<file path="config.mk">
export PLATFORM = sky130hd
export DESIGN_NAME = script_token_classifier_unit
export DESIGN_NICKNAME = d
export VERILOG_FILES = /design/src/sv/stc_pkg.sv /design/src/sv/stc_char_decode.sv /design/src/sv/stc_token_tracker.sv /design/src/sv/script_token_classifier_unit.sv
export VERILOG_INCLUDE_DIRS = /design/src /design/src/sv
export SDC_FILE = /design/constraint.sdc
export NUM_CORES = 1
export LEC_CHECK = 0
export BUFFER_PORTS_ARGS = -buffer_cell sky130_fd_sc_hd__buf_2
export CAP_MARGIN = 30
export CORE_ASPECT_RATIO = 1.5
export CORE_MARGIN = 10
export CORE_UTILIZATION = 60
export CTS_CLUSTER_DIAMETER = 40
export DETAILED_ROUTE_END_ITERATION = 16
export PLACE_DENSITY = 0.79
export SKIP_CTS_REPAIR_TIMING = 1
export SLEW_MARGIN = 20
export SYNTH_ARGS = -nofsm -noshare
export SYNTH_HDL_FRONTEND = slang
export SYNTH_SLANG_ARGS = --single-unit
export TNS_END_PERCENT = 10
</file>
<file path="constraint.sdc">
create_clock -name i_clk -period 8.1 [get_ports i_clk]
set_input_delay 2.43 -clock i_clk [delete_from_list [all_inputs] [get_ports i_clk]]
set_output_delay 2.43 -clock i_clk [all_outputs]
set_load 0.02 [all_outputs]
</file>
<file path="src/sv/script_token_classifier_unit_assert.svh">
`ifndef SCRIPT_TOKEN_CLASSIFIER_UNIT_ASSERT_SVH
`define SCRIPT_TOKEN_CLASSIFIER_UNIT_ASSERT_SVH

// Checks that a condition implies another one in the same cycle.
`define STC_ASSERT_SAME(label, clk, rst_n, ante, cons) \
    label: assert property (@(posedge clk) disable iff (!(rst_n)) (ante) |-> (cons)) \
        else $error("stc assertion failed");

// Checks that a condition implies another one in the following cycle.
`define STC_ASSERT_NEXT(label, clk, rst_n, ante, cons) \
    label: assert property (@(posedge clk) disable iff (!(rst_n)) (ante) |=> (cons)) \
        else $error("stc assertion failed");

`endif

</file>
<file path="src/sv/stc_pkg.sv">
package stc_pkg;

    typedef enum logic [2:0] {
        CLS_INVALID  = 3'd0,
        CLS_NAME     = 3'd1,
        CLS_RAW      = 3'd2,
        CLS_RESERVED = 3'd3,
        CLS_ASSIGN   = 3'd4,
        CLS_OPERATOR = 3'd5,
        CLS_SYMBOL   = 3'd6
    } t_token_class;

    localparam int KW_COUNT  = 10;
    localparam int KW_MAXLEN = 8;

    // Reserved words: release true false func return null else if while delete.
    localparam logic [7:0] KW_TEXT [KW_COUNT][KW_MAXLEN] = '{
        '{"r", "e", "l", "e", "a", "s", "e", 8'h00},
        '{"t", "r", "u", "e", 8'h00, 8'h00, 8'h00, 8'h00},
        '{"f", "a", "l", "s", "e", 8'h00, 8'h00, 8'h00},
        '{"f", "u", "n", "c", 8'h00, 8'h00, 8'h00, 8'h00},
        '{"r", "e", "t", "u", "r", "n", 8'h00, 8'h00},
        '{"n", "u", "l", "l", 8'h00, 8'h00, 8'h00, 8'h00},
        '{"e", "l", "s", "e", 8'h00, 8'h00, 8'h00, 8'h00},
        '{"i", "f", 8'h00, 8'h00, 8'h00, 8'h00, 8'h00, 8'h00},
        '{"w", "h", "i", "l", "e", 8'h00, 8'h00, 8'h00},
        '{"d", "e", "l", "e", "t", "e", 8'h00, 8'h00}
    };

    localparam logic [3:0] KW_LEN [KW_COUNT] = '{
        4'd7, 4'd4, 4'd5, 4'd4, 4'd6, 4'd4, 4'd4, 4'd2, 4'd5, 4'd6
    };

    // The words true, false and null are raw values.
    localparam logic [KW_COUNT-1:0] KW_RAW_MASK = 10'h026;

    localparam logic [7:0] CH_DIGIT_LO = 8'd48;
    localparam logic [7:0] CH_DIGIT_HI = 8'd57;
    localparam logic [7:0] CH_UPPER_LO = 8'd65;
    localparam logic [7:0] CH_UPPER_HI = 8'd90;
    localparam logic [7:0] CH_LOWER_LO = 8'd97;
    localparam logic [7:0] CH_LOWER_HI = 8'd122;
    localparam logic [7:0] CH_UNDER    = "_";
    localparam logic [7:0] CH_DOT      = ".";
    localparam logic [7:0] CH_HYPHEN   = "-";
    localparam logic [7:0] CH_QUOTE    = 8'h22;
    localparam logic [7:0] CH_EQUAL    = "=";

    localparam logic [3:0] POS_MAX   = 4'd15;
    localparam logic [1:0] TALLY_MAX = 2'd2;

    typedef struct packed {
        logic alpha;
        logic digit;
        logic under;
        logic op;
        logic sym;
        logic dot;
        logic hyphen;
        logic quote;
        logic equal;
    } t_char_info;

endpackage

</file>
<file path="src/sv/stc_char_decode.sv">
module stc_char_decode
    import stc_pkg::*;
(
    input  logic [7:0] i_char,
    output t_char_info o_info
);

    always_comb begin
        o_info.digit  = (i_char >= CH_DIGIT_LO) && (i_char <= CH_DIGIT_HI);
        o_info.alpha  = ((i_char >= CH_UPPER_LO) && (i_char <= CH_UPPER_HI)) ||
                        ((i_char >= CH_LOWER_LO) && (i_char <= CH_LOWER_HI));
        o_info.under  = (i_char == CH_UNDER);
        o_info.dot    = (i_char == CH_DOT);
        o_info.hyphen = (i_char == CH_HYPHEN);
        o_info.quote  = (i_char == CH_QUOTE);
        o_info.equal  = (i_char == CH_EQUAL);
        o_info.op     = (i_char == "=") || (i_char == "-") || (i_char == "+") ||
                        (i_char == "*") || (i_char == "/") || (i_char == "%") ||
                        (i_char == "&") || (i_char == "|") || (i_char == "!") ||
                        (i_char == "@") || (i_char == "$") || (i_char == ">") ||
                        (i_char == "<");
        o_info.sym    = (i_char == "{") || (i_char == "}") || (i_char == "[") ||
                        (i_char == "]") || (i_char == "(") || (i_char == ")") ||
                        (i_char == ",") || (i_char == ";") || (i_char == ":");
    end

endmodule

</file>
<file path="src/sv/stc_token_tracker.sv">
module stc_token_tracker
    import stc_pkg::*;
(
    input  logic         i_clk,
    input  logic         i_rst_n,
    input  logic         i_step,
    input  logic [7:0]   i_char,
    input  logic         i_last,
    input  t_char_info   i_info,
    output t_token_class o_class
);

`include "script_token_classifier_unit_assert.svh"

    logic [3:0]          r_char_position;
    logic [KW_COUNT-1:0] r_keyword_hits;
    logic                r_identifier_ok;
    logic                r_all_operator_chars;
    logic [7:0]          r_first_character;
    logic [1:0]          r_dot_tally;
    logic [1:0]          r_hyphen_tally;
    logic                r_digit_seen;
    logic                r_all_numeric_chars;

    logic [KW_COUNT-1:0] n_keyword_hits;
    logic                n_identifier_ok;
    logic                n_all_operator_chars;
    logic [7:0]          n_first_character;
    logic [1:0]          n_dot_tally;
    logic [1:0]          n_hyphen_tally;
    logic                n_digit_seen;
    logic                n_all_numeric_chars;

    logic [2:0] pos_idx;
    logic       pos_first;
    logic       reserved;
    logic       quoted;
    logic       numeric;
    logic       raw;

    assign pos_idx   = r_char_position[2:0];
    assign pos_first = (r_char_position == 4'd0);

    always_comb begin
        for (int k = 0; k < KW_COUNT; k++) begin
            n_keyword_hits[k] = r_keyword_hits[k] &&
                (r_char_position < KW_LEN[k]) &&
                (r_char_position < 4'(KW_MAXLEN)) &&
                (KW_TEXT[k][pos_idx] == i_char) &&
                (!i_last || (({1'b0, r_char_position} + 5'd1) == {1'b0, KW_LEN[k]}));
        end

        if (pos_first) begin
            n_identifier_ok = r_identifier_ok && (i_info.under || i_info.alpha);
        end else begin
            n_identifier_ok = r_identifier_ok &&
                              (i_info.under || i_info.alpha || i_info.digit);
        end

        n_all_operator_chars = r_all_operator_chars && i_info.op;
        n_first_character    = pos_first ? i_char : r_first_character;

        n_dot_tally         = r_dot_tally;
        n_hyphen_tally      = r_hyphen_tally;
        n_digit_seen        = r_digit_seen;
        n_all_numeric_chars = r_all_numeric_chars;
        if (i_info.dot) begin
            if (r_dot_tally < TALLY_MAX) begin
                n_dot_tally = r_dot_tally + 2'd1;
            end
        end else if (i_info.digit) begin
            n_digit_seen = 1'b1;
        end else if (i_info.hyphen && !r_digit_seen && (r_dot_tally == 2'd0)) begin
            if (r_hyphen_tally < TALLY_MAX) begin
                n_hyphen_tally = r_hyphen_tally + 2'd1;
            end
        end else begin
            n_all_numeric_chars = 1'b0;
        end

        reserved = |n_keyword_hits;
        quoted   = !pos_first && (n_first_character == CH_QUOTE) && i_info.quote;
        numeric  = n_all_numeric_chars && n_digit_seen &&
                   (n_dot_tally <= 2'd1) && (n_hyphen_tally <= 2'd1);
        raw      = (|(n_keyword_hits & KW_RAW_MASK)) || quoted || numeric;

        if (n_identifier_ok && !reserved) begin
            o_class = CLS_NAME;
        end else if (raw) begin
            o_class = CLS_RAW;
        end else if (reserved) begin
            o_class = CLS_RESERVED;
        end else if (n_all_operator_chars) begin
            o_class = (pos_first && i_info.equal) ? CLS_ASSIGN : CLS_OPERATOR;
        end else if (pos_first && i_info.sym) begin
            o_class = CLS_SYMBOL;
        end else begin
            o_class = CLS_INVALID;
        end
    end

    always_ff @(posedge i_clk) begin
        if (!i_rst_n || (i_step && i_last)) begin
            r_char_position      <= 4'd0;
            r_keyword_hits       <= '1;
            r_identifier_ok      <= 1'b1;
            r_all_operator_chars <= 1'b1;
            r_first_character    <= 8'd0;
            r_dot_tally          <= 2'd0;
            r_hyphen_tally       <= 2'd0;
            r_digit_seen         <= 1'b0;
            r_all_numeric_chars  <= 1'b1;
        end else if (i_step) begin
            if (r_char_position < POS_MAX) begin
                r_char_position <= r_char_position + 4'd1;
            end
            r_keyword_hits       <= n_keyword_hits;
            r_identifier_ok      <= n_identifier_ok;
            r_all_operator_chars <= n_all_operator_chars;
            r_first_character    <= n_first_character;
            r_dot_tally          <= n_dot_tally;
            r_hyphen_tally       <= n_hyphen_tally;
            r_digit_seen         <= n_digit_seen;
            r_all_numeric_chars  <= n_all_numeric_chars;
        end
    end

    `STC_ASSERT_NEXT(a_token_restart, i_clk, i_rst_n, i_step && i_last,
                     (r_char_position == 4'd0) && (r_keyword_hits == '1))
    `STC_ASSERT_SAME(a_tally_bound, i_clk, i_rst_n, 1'b1,
                     (r_dot_tally <= TALLY_MAX) && (r_hyphen_tally <= TALLY_MAX))
    `STC_ASSERT_NEXT(a_idle_holds_state, i_clk, i_rst_n, !i_step,
                     $stable(r_char_position) && $stable(r_keyword_hits))

endmodule

</file>
<file path="src/sv/script_token_classifier_unit.sv">
// Token classifier: characters of one token arrive one beat at a time, with
// i_last_char set on the final one, and exactly one class comes out for each
// token, on the beat after its last character has been processed. A new
// character is accepted every clock cycle while the input does not stall; each
// character waits in the input register, where its flags update the running
// token state, and a class waits in the output register until it is taken. The
// last character passes through the input register and its class then through
// the output register; the input stalls only when a last character finds the
// output register full and not being taken.
module script_token_classifier_unit
    import stc_pkg::*;
(
    input  logic       i_clk,
    input  logic       i_rst_n,
    input  logic       i_valid,
    output logic       o_ready,
    input  logic [7:0] i_token_char,
    input  logic       i_last_char,
    output logic       o_valid,
    input  logic       i_ready,
    output logic [2:0] o_token_class
);

`include "script_token_classifier_unit_assert.svh"

    logic         r_in_valid;
    logic [7:0]   r_in_char;
    logic         r_in_last;
    logic         r_out_valid;
    t_token_class r_token_class;

    logic         step;
    t_char_info   info;
    t_token_class token_class;

    assign step    = r_in_valid && (!r_in_last || !r_out_valid || i_ready);
    assign o_ready = !r_in_valid || step;

    stc_char_decode u_decode (
        .i_char (r_in_char),
        .o_info (info)
    );

    stc_token_tracker u_tracker (
        .i_clk   (i_clk),
        .i_rst_n (i_rst_n),
        .i_step  (step),
        .i_char  (r_in_char),
        .i_last  (r_in_last),
        .i_info  (info),
        .o_class (token_class)
    );

    always_ff @(posedge i_clk) begin
        if (!i_rst_n) begin
            r_in_valid <= 1'b0;
        end else if (o_ready) begin
            r_in_valid <= i_valid;
        end
    end

    always_ff @(posedge i_clk) begin
        if (i_valid && o_ready) begin
            r_in_char <= i_token_char;
            r_in_last <= i_last_char;
        end
    end

    always_ff @(posedge i_clk) begin
        if (!i_rst_n) begin
            r_out_valid <= 1'b0;
        end else if (step && r_in_last) begin
            r_out_valid <= 1'b1;
        end else if (i_ready) begin
            r_out_valid <= 1'b0;
        end
    end

    always_ff @(posedge i_clk) begin
        if (step && r_in_last) begin
            r_token_class <= token_class;
        end
    end

    assign o_valid       = r_out_valid;
    assign o_token_class = r_token_class;

    `STC_ASSERT_NEXT(a_last_gives_result, i_clk, i_rst_n, step && r_in_last, r_out_valid)
    `STC_ASSERT_NEXT(a_stalled_char_held, i_clk, i_rst_n, r_in_valid && !step,
                     r_in_valid && $stable(r_in_char) && $stable(r_in_last))
    `STC_ASSERT_SAME(a_class_in_range, i_clk, i_rst_n, r_out_valid,
                     r_token_class <= CLS_SYMBOL)

endmodule
</file>
# [Yosys cells after proc, flatten, opt, wreduce, memory -nomap -nowiden]
# Memory sizes are Yosys's and may differ from the RTL's.
# Cells that the tools add are included.
[word_totals] regBits=44 latch_bits=0 ramBits=0 mem_bits_ro=640 inputBits=13 out_inout_bits=5 elab_cells=236 mem_count=10
[memory_table] name="(no name shown)" words=8 word_bits=8 read_ports=1 rd_ports_with_merged_regs=0 wr=0 line_no="stc_token_tracker.sv:49" rtl="(KW_TEXT[k][pos_idx] == i_char) &&"
[memory_table] name="(no name shown)" words=8 word_bits=8 read_ports=1 rd_ports_with_merged_regs=0 wr=0 line_no="stc_token_tracker.sv:49"
[memory_table] name="(no name shown)" words=8 word_bits=8 read_ports=1 rd_ports_with_merged_regs=0 wr=0 line_no="stc_token_tracker.sv:49"
[memory_table] name="(no name shown)" words=8 word_bits=8 read_ports=1 rd_ports_with_merged_regs=0 wr=0 line_no="stc_token_tracker.sv:49"
[memory_table] name="(no name shown)" words=8 word_bits=8 read_ports=1 rd_ports_with_merged_regs=0 wr=0 line_no="stc_token_tracker.sv:49"
[memory_table] name="(no name shown)" words=8 word_bits=8 read_ports=1 rd_ports_with_merged_regs=0 wr=0 line_no="stc_token_tracker.sv:49"
[memory_table] name="4 more memories"
[op_classes] addsub=4 mul=0 n_div=0 order_cmp=18 n_eq_ne=41 n_shift=0 muxes=40 bitwise=1 reduce_logical=107
[op_table] cell="2-to-1 mux 8 bit" count=21
[op_table] cell="equality test 8 x 6 -> 1 bit (second input constant)" count=19
[op_table] cell="equality test 8 bit" count=10
[op_table] cell="logical AND 1 bit" count=59
[op_table] cell="equality test 8 x 7 -> 1 bit (second input constant)" count=7
[op_table] cell="logical OR 1 bit" count=34
[op_table] cell="equality test 5 x 3 -> 1 bit (second input constant)" count=4
[op_table] cell="greater-or-equal comparator 8 x 7 -> 1 bit (second input constant)" count=2
[op_table] cell="<= comparator 8 x 7 -> 1 bit (second input constant)" count=2
[op_table] cell="less-than comparator 4 x 3 -> 1 bit (second input constant)" count=4
[op_table] cell="2-to-1 mux 2 bit" count=8
[op_table] cell="OR reduction 12 bit" count=1
[op_table] cell="OR reduction 10 bit" count=1
[op_table] cell="2-to-1 mux 1 bit" count=9
[op_table] cell="greater-or-equal comparator 8 x 6 -> 1 bit (second input constant)" count=1
[op_table] cell="<= comparator 8 x 6 -> 1 bit (second input constant)" count=1
[op_table] cell="less-than comparator 4 bit (second input constant)" count=2
[op_table] cell="logical NOT 1 bit" count=7
[op_table] cell="2-to-1 mux 3 bit" count=2
[op_table] cell="adder 4 x 1 -> 5 bit (second input constant)" count=1
[op_table] cell="equality test 5 x 2 -> 1 bit (second input constant)" count=1
[op_table] cell="adder 2 x 1 -> 2 bit (second input constant)" count=2
[op_table] cell="adder 4 x 1 -> 4 bit (second input constant)" count=1
[op_table] cell="greater-or-equal comparator 4 bit (second input constant)" count=1
[op_table] cell="9 further kinds" count=11

# [Longest topological paths before layout]
[depth] depth_word=17 depth_mapped=12 mapped_depth_nobuf=9

# [Cells and area by module]
# Synthesis repeated with hierarchy kept, for this count alone.
[hier_totals] cells_unflattened=423 area_unflattened_um2=3394.5
[by_module_without_submodules] mod="stc_token_tracker" instances=1 cells_each=353 area_per_inst_um2=2596.2 seq_area_each_um2=600.6
[by_module_without_submodules] mod="script_token_classifier_unit" instances=1 cells_each=24 area_per_inst_um2=478.0 seq_area_each_um2=400.4
[by_module_without_submodules] mod="stc_char_decode" instances=1 cells_each=46 area_per_inst_um2=320.3 seq_area_each_um2=0.0

# [Worst setup path after synthesis]
# No wires, ideal clock.
[synth_timing] kind="input-to-output" from="input port i_ready" to="output port o_ready" arrival_time_ns=2.850 setup_slack_ns=2.820 stages=2 cell_sequence="nor2b_1 nand3_1"
[synth_between] elab_chain_cells=3
[synth_lines] element="from (decl)" line_no="script_token_classifier_unit.sv:20" rtl="input logic i_ready,"
[synth_lines] element="logical OR 1 bit" line_no="script_token_classifier_unit.sv:36" rtl="assign step = r_in_valid && (!r_in_last || !r_out_valid || i_ready);"
[synth_lines] element="logical AND 1 bit" line_no="script_token_classifier_unit.sv:36"
[synth_lines] element="logical OR 1 bit" line_no="script_token_classifier_unit.sv:37" rtl="assign o_ready = !r_in_valid || step;"
[synth_lines] element="to (decl)" line_no="script_token_classifier_unit.sv:16" rtl="output logic o_ready,"
# Every way passes these cells.

# [Worst setup path in the final report]
# Same ends and word-level chain as after synthesis.

==> summary.txt <==
STA
  • Final Max Slew Viols: 0
  • Max_slew headroom: between 30% and 40%
  • Tmin final: approximately 5500 ps
  • RSZ-0062 raised after global routing: no
  • Final worst path period share: roughly two thirds
  • Hold Fails Final Rpt: 0
  • Max frequency: around 180 MHz
  • Post-Route Setup TNS: 0 ps
  • Clk_skew: 11.29 ps
  • Endpoints failing setup: 0
  • Worst-Margin Slew: 969.6 ps

Floorplan
  • IO Count: 18
  • Die X: about 80 um
  • Rows: 32
  • Die Y: roughly 110 um
  • Core ar.: 0.005205 mm2
  • Die Area: just under 0.009 mm2
  • Initial core utilization: 62.21%

Cells and area
  • Final antenna diode count: 0
  • Share of cells above drive strength 1: 10.12%
  • Area Growth Syn to Fin: 4.907%
  • Layout Nets: about 430
  • Post-Layout Inst Area: approximately 0.0034 mm2
  • Fill cells: roughly 460

Place
  • DP HPWL: between 6000 and 7000 um
  • DP Area: 0.003283 mm2
  • Buffers on Ports: 17
  • GPL Wtd Cong: ~0.98

Clocking
  • CTS tree: yes
  • Clock buffer depth: 2
  • Root buffer cell: clkbuf_8
  • CTS Sinks: between 40 and 50
  • CTS H-tree lvls: 2
  • Reg clk slew, reported paths: 80 ps
  • Worst skew pair latency: approximately 300 ps
  • CTS Buf Count: 5

Synthesis
  • Post-synth cell types: 64
  • Yosys top cell area share: between 10% and 20%
  • Asr flop ratio synth: 0%
  • Top post-synthesis cells by area: dfxtp_1 20%, edfxtp_1 11%, nand2_1 4.4%, a21oi_1 4.3%, ha_1 4.3%
  • Synthesized area: between 0.003 and 0.004 mm2
  • Post-Synthesis Cells: just over 400
  • Seq/Total Area, Yosys: slightly above 30%
  • Ys flop type: dfxtp_1
  • Synthesized net count: about 430
  • Post-synth top area cell: dfxtp_1
  • Post-synth EDFFs: 12
  • Largest family of logic cells by synthesized area: simple AND/OR/NAND/NOR gates
  • Simple-gate share of the synthesized area: between 20 and 30%
  • Complex-gate fraction of the synthesized area: about 22%
  • Register bit total from synthesis: 44
  • Adder-Cell Fraction of Synth Area: about 4.6%
  • Ys Warns: 0
  • Most common library cells after synthesis: 38 x nand2_1, 32 x dfxtp_1, 28 x a21oi_1
  • Most frequent cell after synthesis: nand2_1
  • Synth Area in XOR/XNOR: 5.410%
  • Mean Syn Cell Area: between 7 and 8 um2
  • Mux contribution to synthesized area: ~1.5%

Drt
  • Post-Route WL: between 8000 and 9000 um
  • Routed len/inst: 18.40 um
  • Drt first pass iters: 5
  • Vias per inst: 6.503
  • Routed vias: 3076
  • Starting DRT DRC Count: 283
  • DR DRC count: 0
  • Final ANT Viol Nets: 0

Power and ir drop
  • Pwr per Cell Area: ~150 mW/mm2
  • Peak VDD IR: approximately 0.00017 V
  • Leakage power: between 1 and 1.5 nW

Outcome
  • Status: finished, final reports clean

Worst setup path
  • FF-to-FF End: o_token_class[2]
  • R2r startpoint: u_tracker.r_char_position[0]
  • R2R cell count: 9
  • Critical path required time: around 5700 ps
  • Worst EP arrival: 3040 ps
  • Flop-to-flop setup slack: approximately 4500 ps
  • Setup crit end kind: primary output
  • Worst-path fanout max: 4
  • Critical path class: in2out
  • Crit start category: input port

Global route
  • Global Route Usage Sum: between 10% and 20%
  • Congestion Overflow GR: 0
  • Vias in the first global route: 2806
  • Grt met1 use: ~23%
  • Most used routing layer: met2
  • Met2 GRT Util: about a third
  • Initial antenna violation count: 0
  • GR Util met3: between 2 and 3%
  • First-pass GRT wire length: about 14000 um
  • Largest net degree at the start of global routing: 40

Flow run
  • Max-Cap Viols: 0

Min path
  • Hold Startpoint: u_tracker.r_all_numeric_chars
  • Hold Crit Class: reg2reg
  • Hold path cells: 2
  • Hold endpoint: u_tracker.r_all_numeric_chars
## metal layers
| metal | vias up | wire [um] |
|---|---|---|
| li1 | 1477 | - |
| met1 | 1440 | 3477 |
| met2 | 126 | 4393 |
| met3 | 33 | 439 |
| met4 | 0 | 391 |
| met5 | - | 0 |
## cell families after synthesis
family | after synthesis
fa+ha+maj | 12
mux | 5
xor+xnor | 20
compound gates | 109
flops | 44
buf+inv | 53
simple gates | 167
## cell usage in the layout, fill, tap and decap left out, types with 4 or more instances in the layout
cell type  synthesis  final
o211ai_1           6      6
dfxtp_1           32     32
o21a_1             5      5
or2_2              4      4
nor2b_1            6      6
mux2i_1            5      5
nor2_1            27     27
nand2_1           38     38
ha_1              11     11
xor2_1             7      7
o31ai_1            4      4
clkbuf_8           0      5
nand3_1           27     27
o21ai_0           22     22
o32ai_1            4      4
o2111ai_1          5      5
or3_1              6      6
a211oi_1           6      6
a31oi_1            6      6
edfxtp_1          12     12
nand2b_1          10     10
inv_1             17     17
nor3_1            16     16
a21oi_1           28     28
xnor2_1           13     13
and3_1             5      5
buf_2             17     17
nor4b_1            4      4
## worst max-delay path by stage
stage | start | cells after the start | slack (ps) | to
floorplan | i_ready | 2 | 2820 | o_ready
global placement | i_ready | 4 | 2660 | o_ready
detailed placement | i_ready | 4 | 2630 | o_ready
CTS | i_ready | 4 | 2620 | o_ready
global route | i_ready | 4 | 2500 | o_ready
finish | i_ready | 4 | 2630 | o_ready
## final cells by class
type / instances / area, um2 / area share [%]
Tap cell: 68 / 85.08 / 2.505
Inverter: 18 / 67.56 / 1.989
Timing Repair Buffer: 22 / 142.6 / 4.199
Multi-Input combinational cell: 313 / 1994 / 58.71
Clock buffer: 5 / 68.82 / 2.026
Clock inverter: 3 / 37.54 / 1.105
Sequential cell: 44 / 1001 / 29.47
## worst max-delay path: stages
cell and delay (ps):
buf_2 100, nor2b_1 210, nand3_1 120, buf_2 180
## sequential cells by signal, indices dropped and copies added, names as in the netlist, 2 cells and up
register                     count
r_in_char                        8
u_tracker.r_first_character      8
o_token_class                    3
u_tracker.r_keyword_hits        10
u_tracker.r_hyphen_tally         2
u_tracker.r_char_position        4
u_tracker.r_dot_tally            2
## stage by stage
step	hold WS [ps]	cells	power (W)	worst slack, ps	utilization [%]
after floorplan	423.0	410	0.0003374	2820	-
after global routing	476.2	473	0.0005446	2505	65.26
final	457.8	473	0.0005236	2625	65.26
after detailed placement	444.2	464	0.0003630	2629	63.08
after global placement	439.4	463	0.0003587	2656	62.55
after CTS	459.2	472	0.0005234	2624	65.12
## report_power, final
group | total [W] | internal, W | leakage [nW] | switching, W
sequential | 0.000253 | 0.000237 | 0.379 | 0.0000158
clock | 0.000162 | 0.0000898 | 0.0532 | 0.0000720
combinational | 0.000109 | 0.0000428 | 0.799 | 0.0000663
total | 0.000524 | 0.000369 | 1.23 | 0.000154
Note: power is estimated with default switching activity, not from simulation.
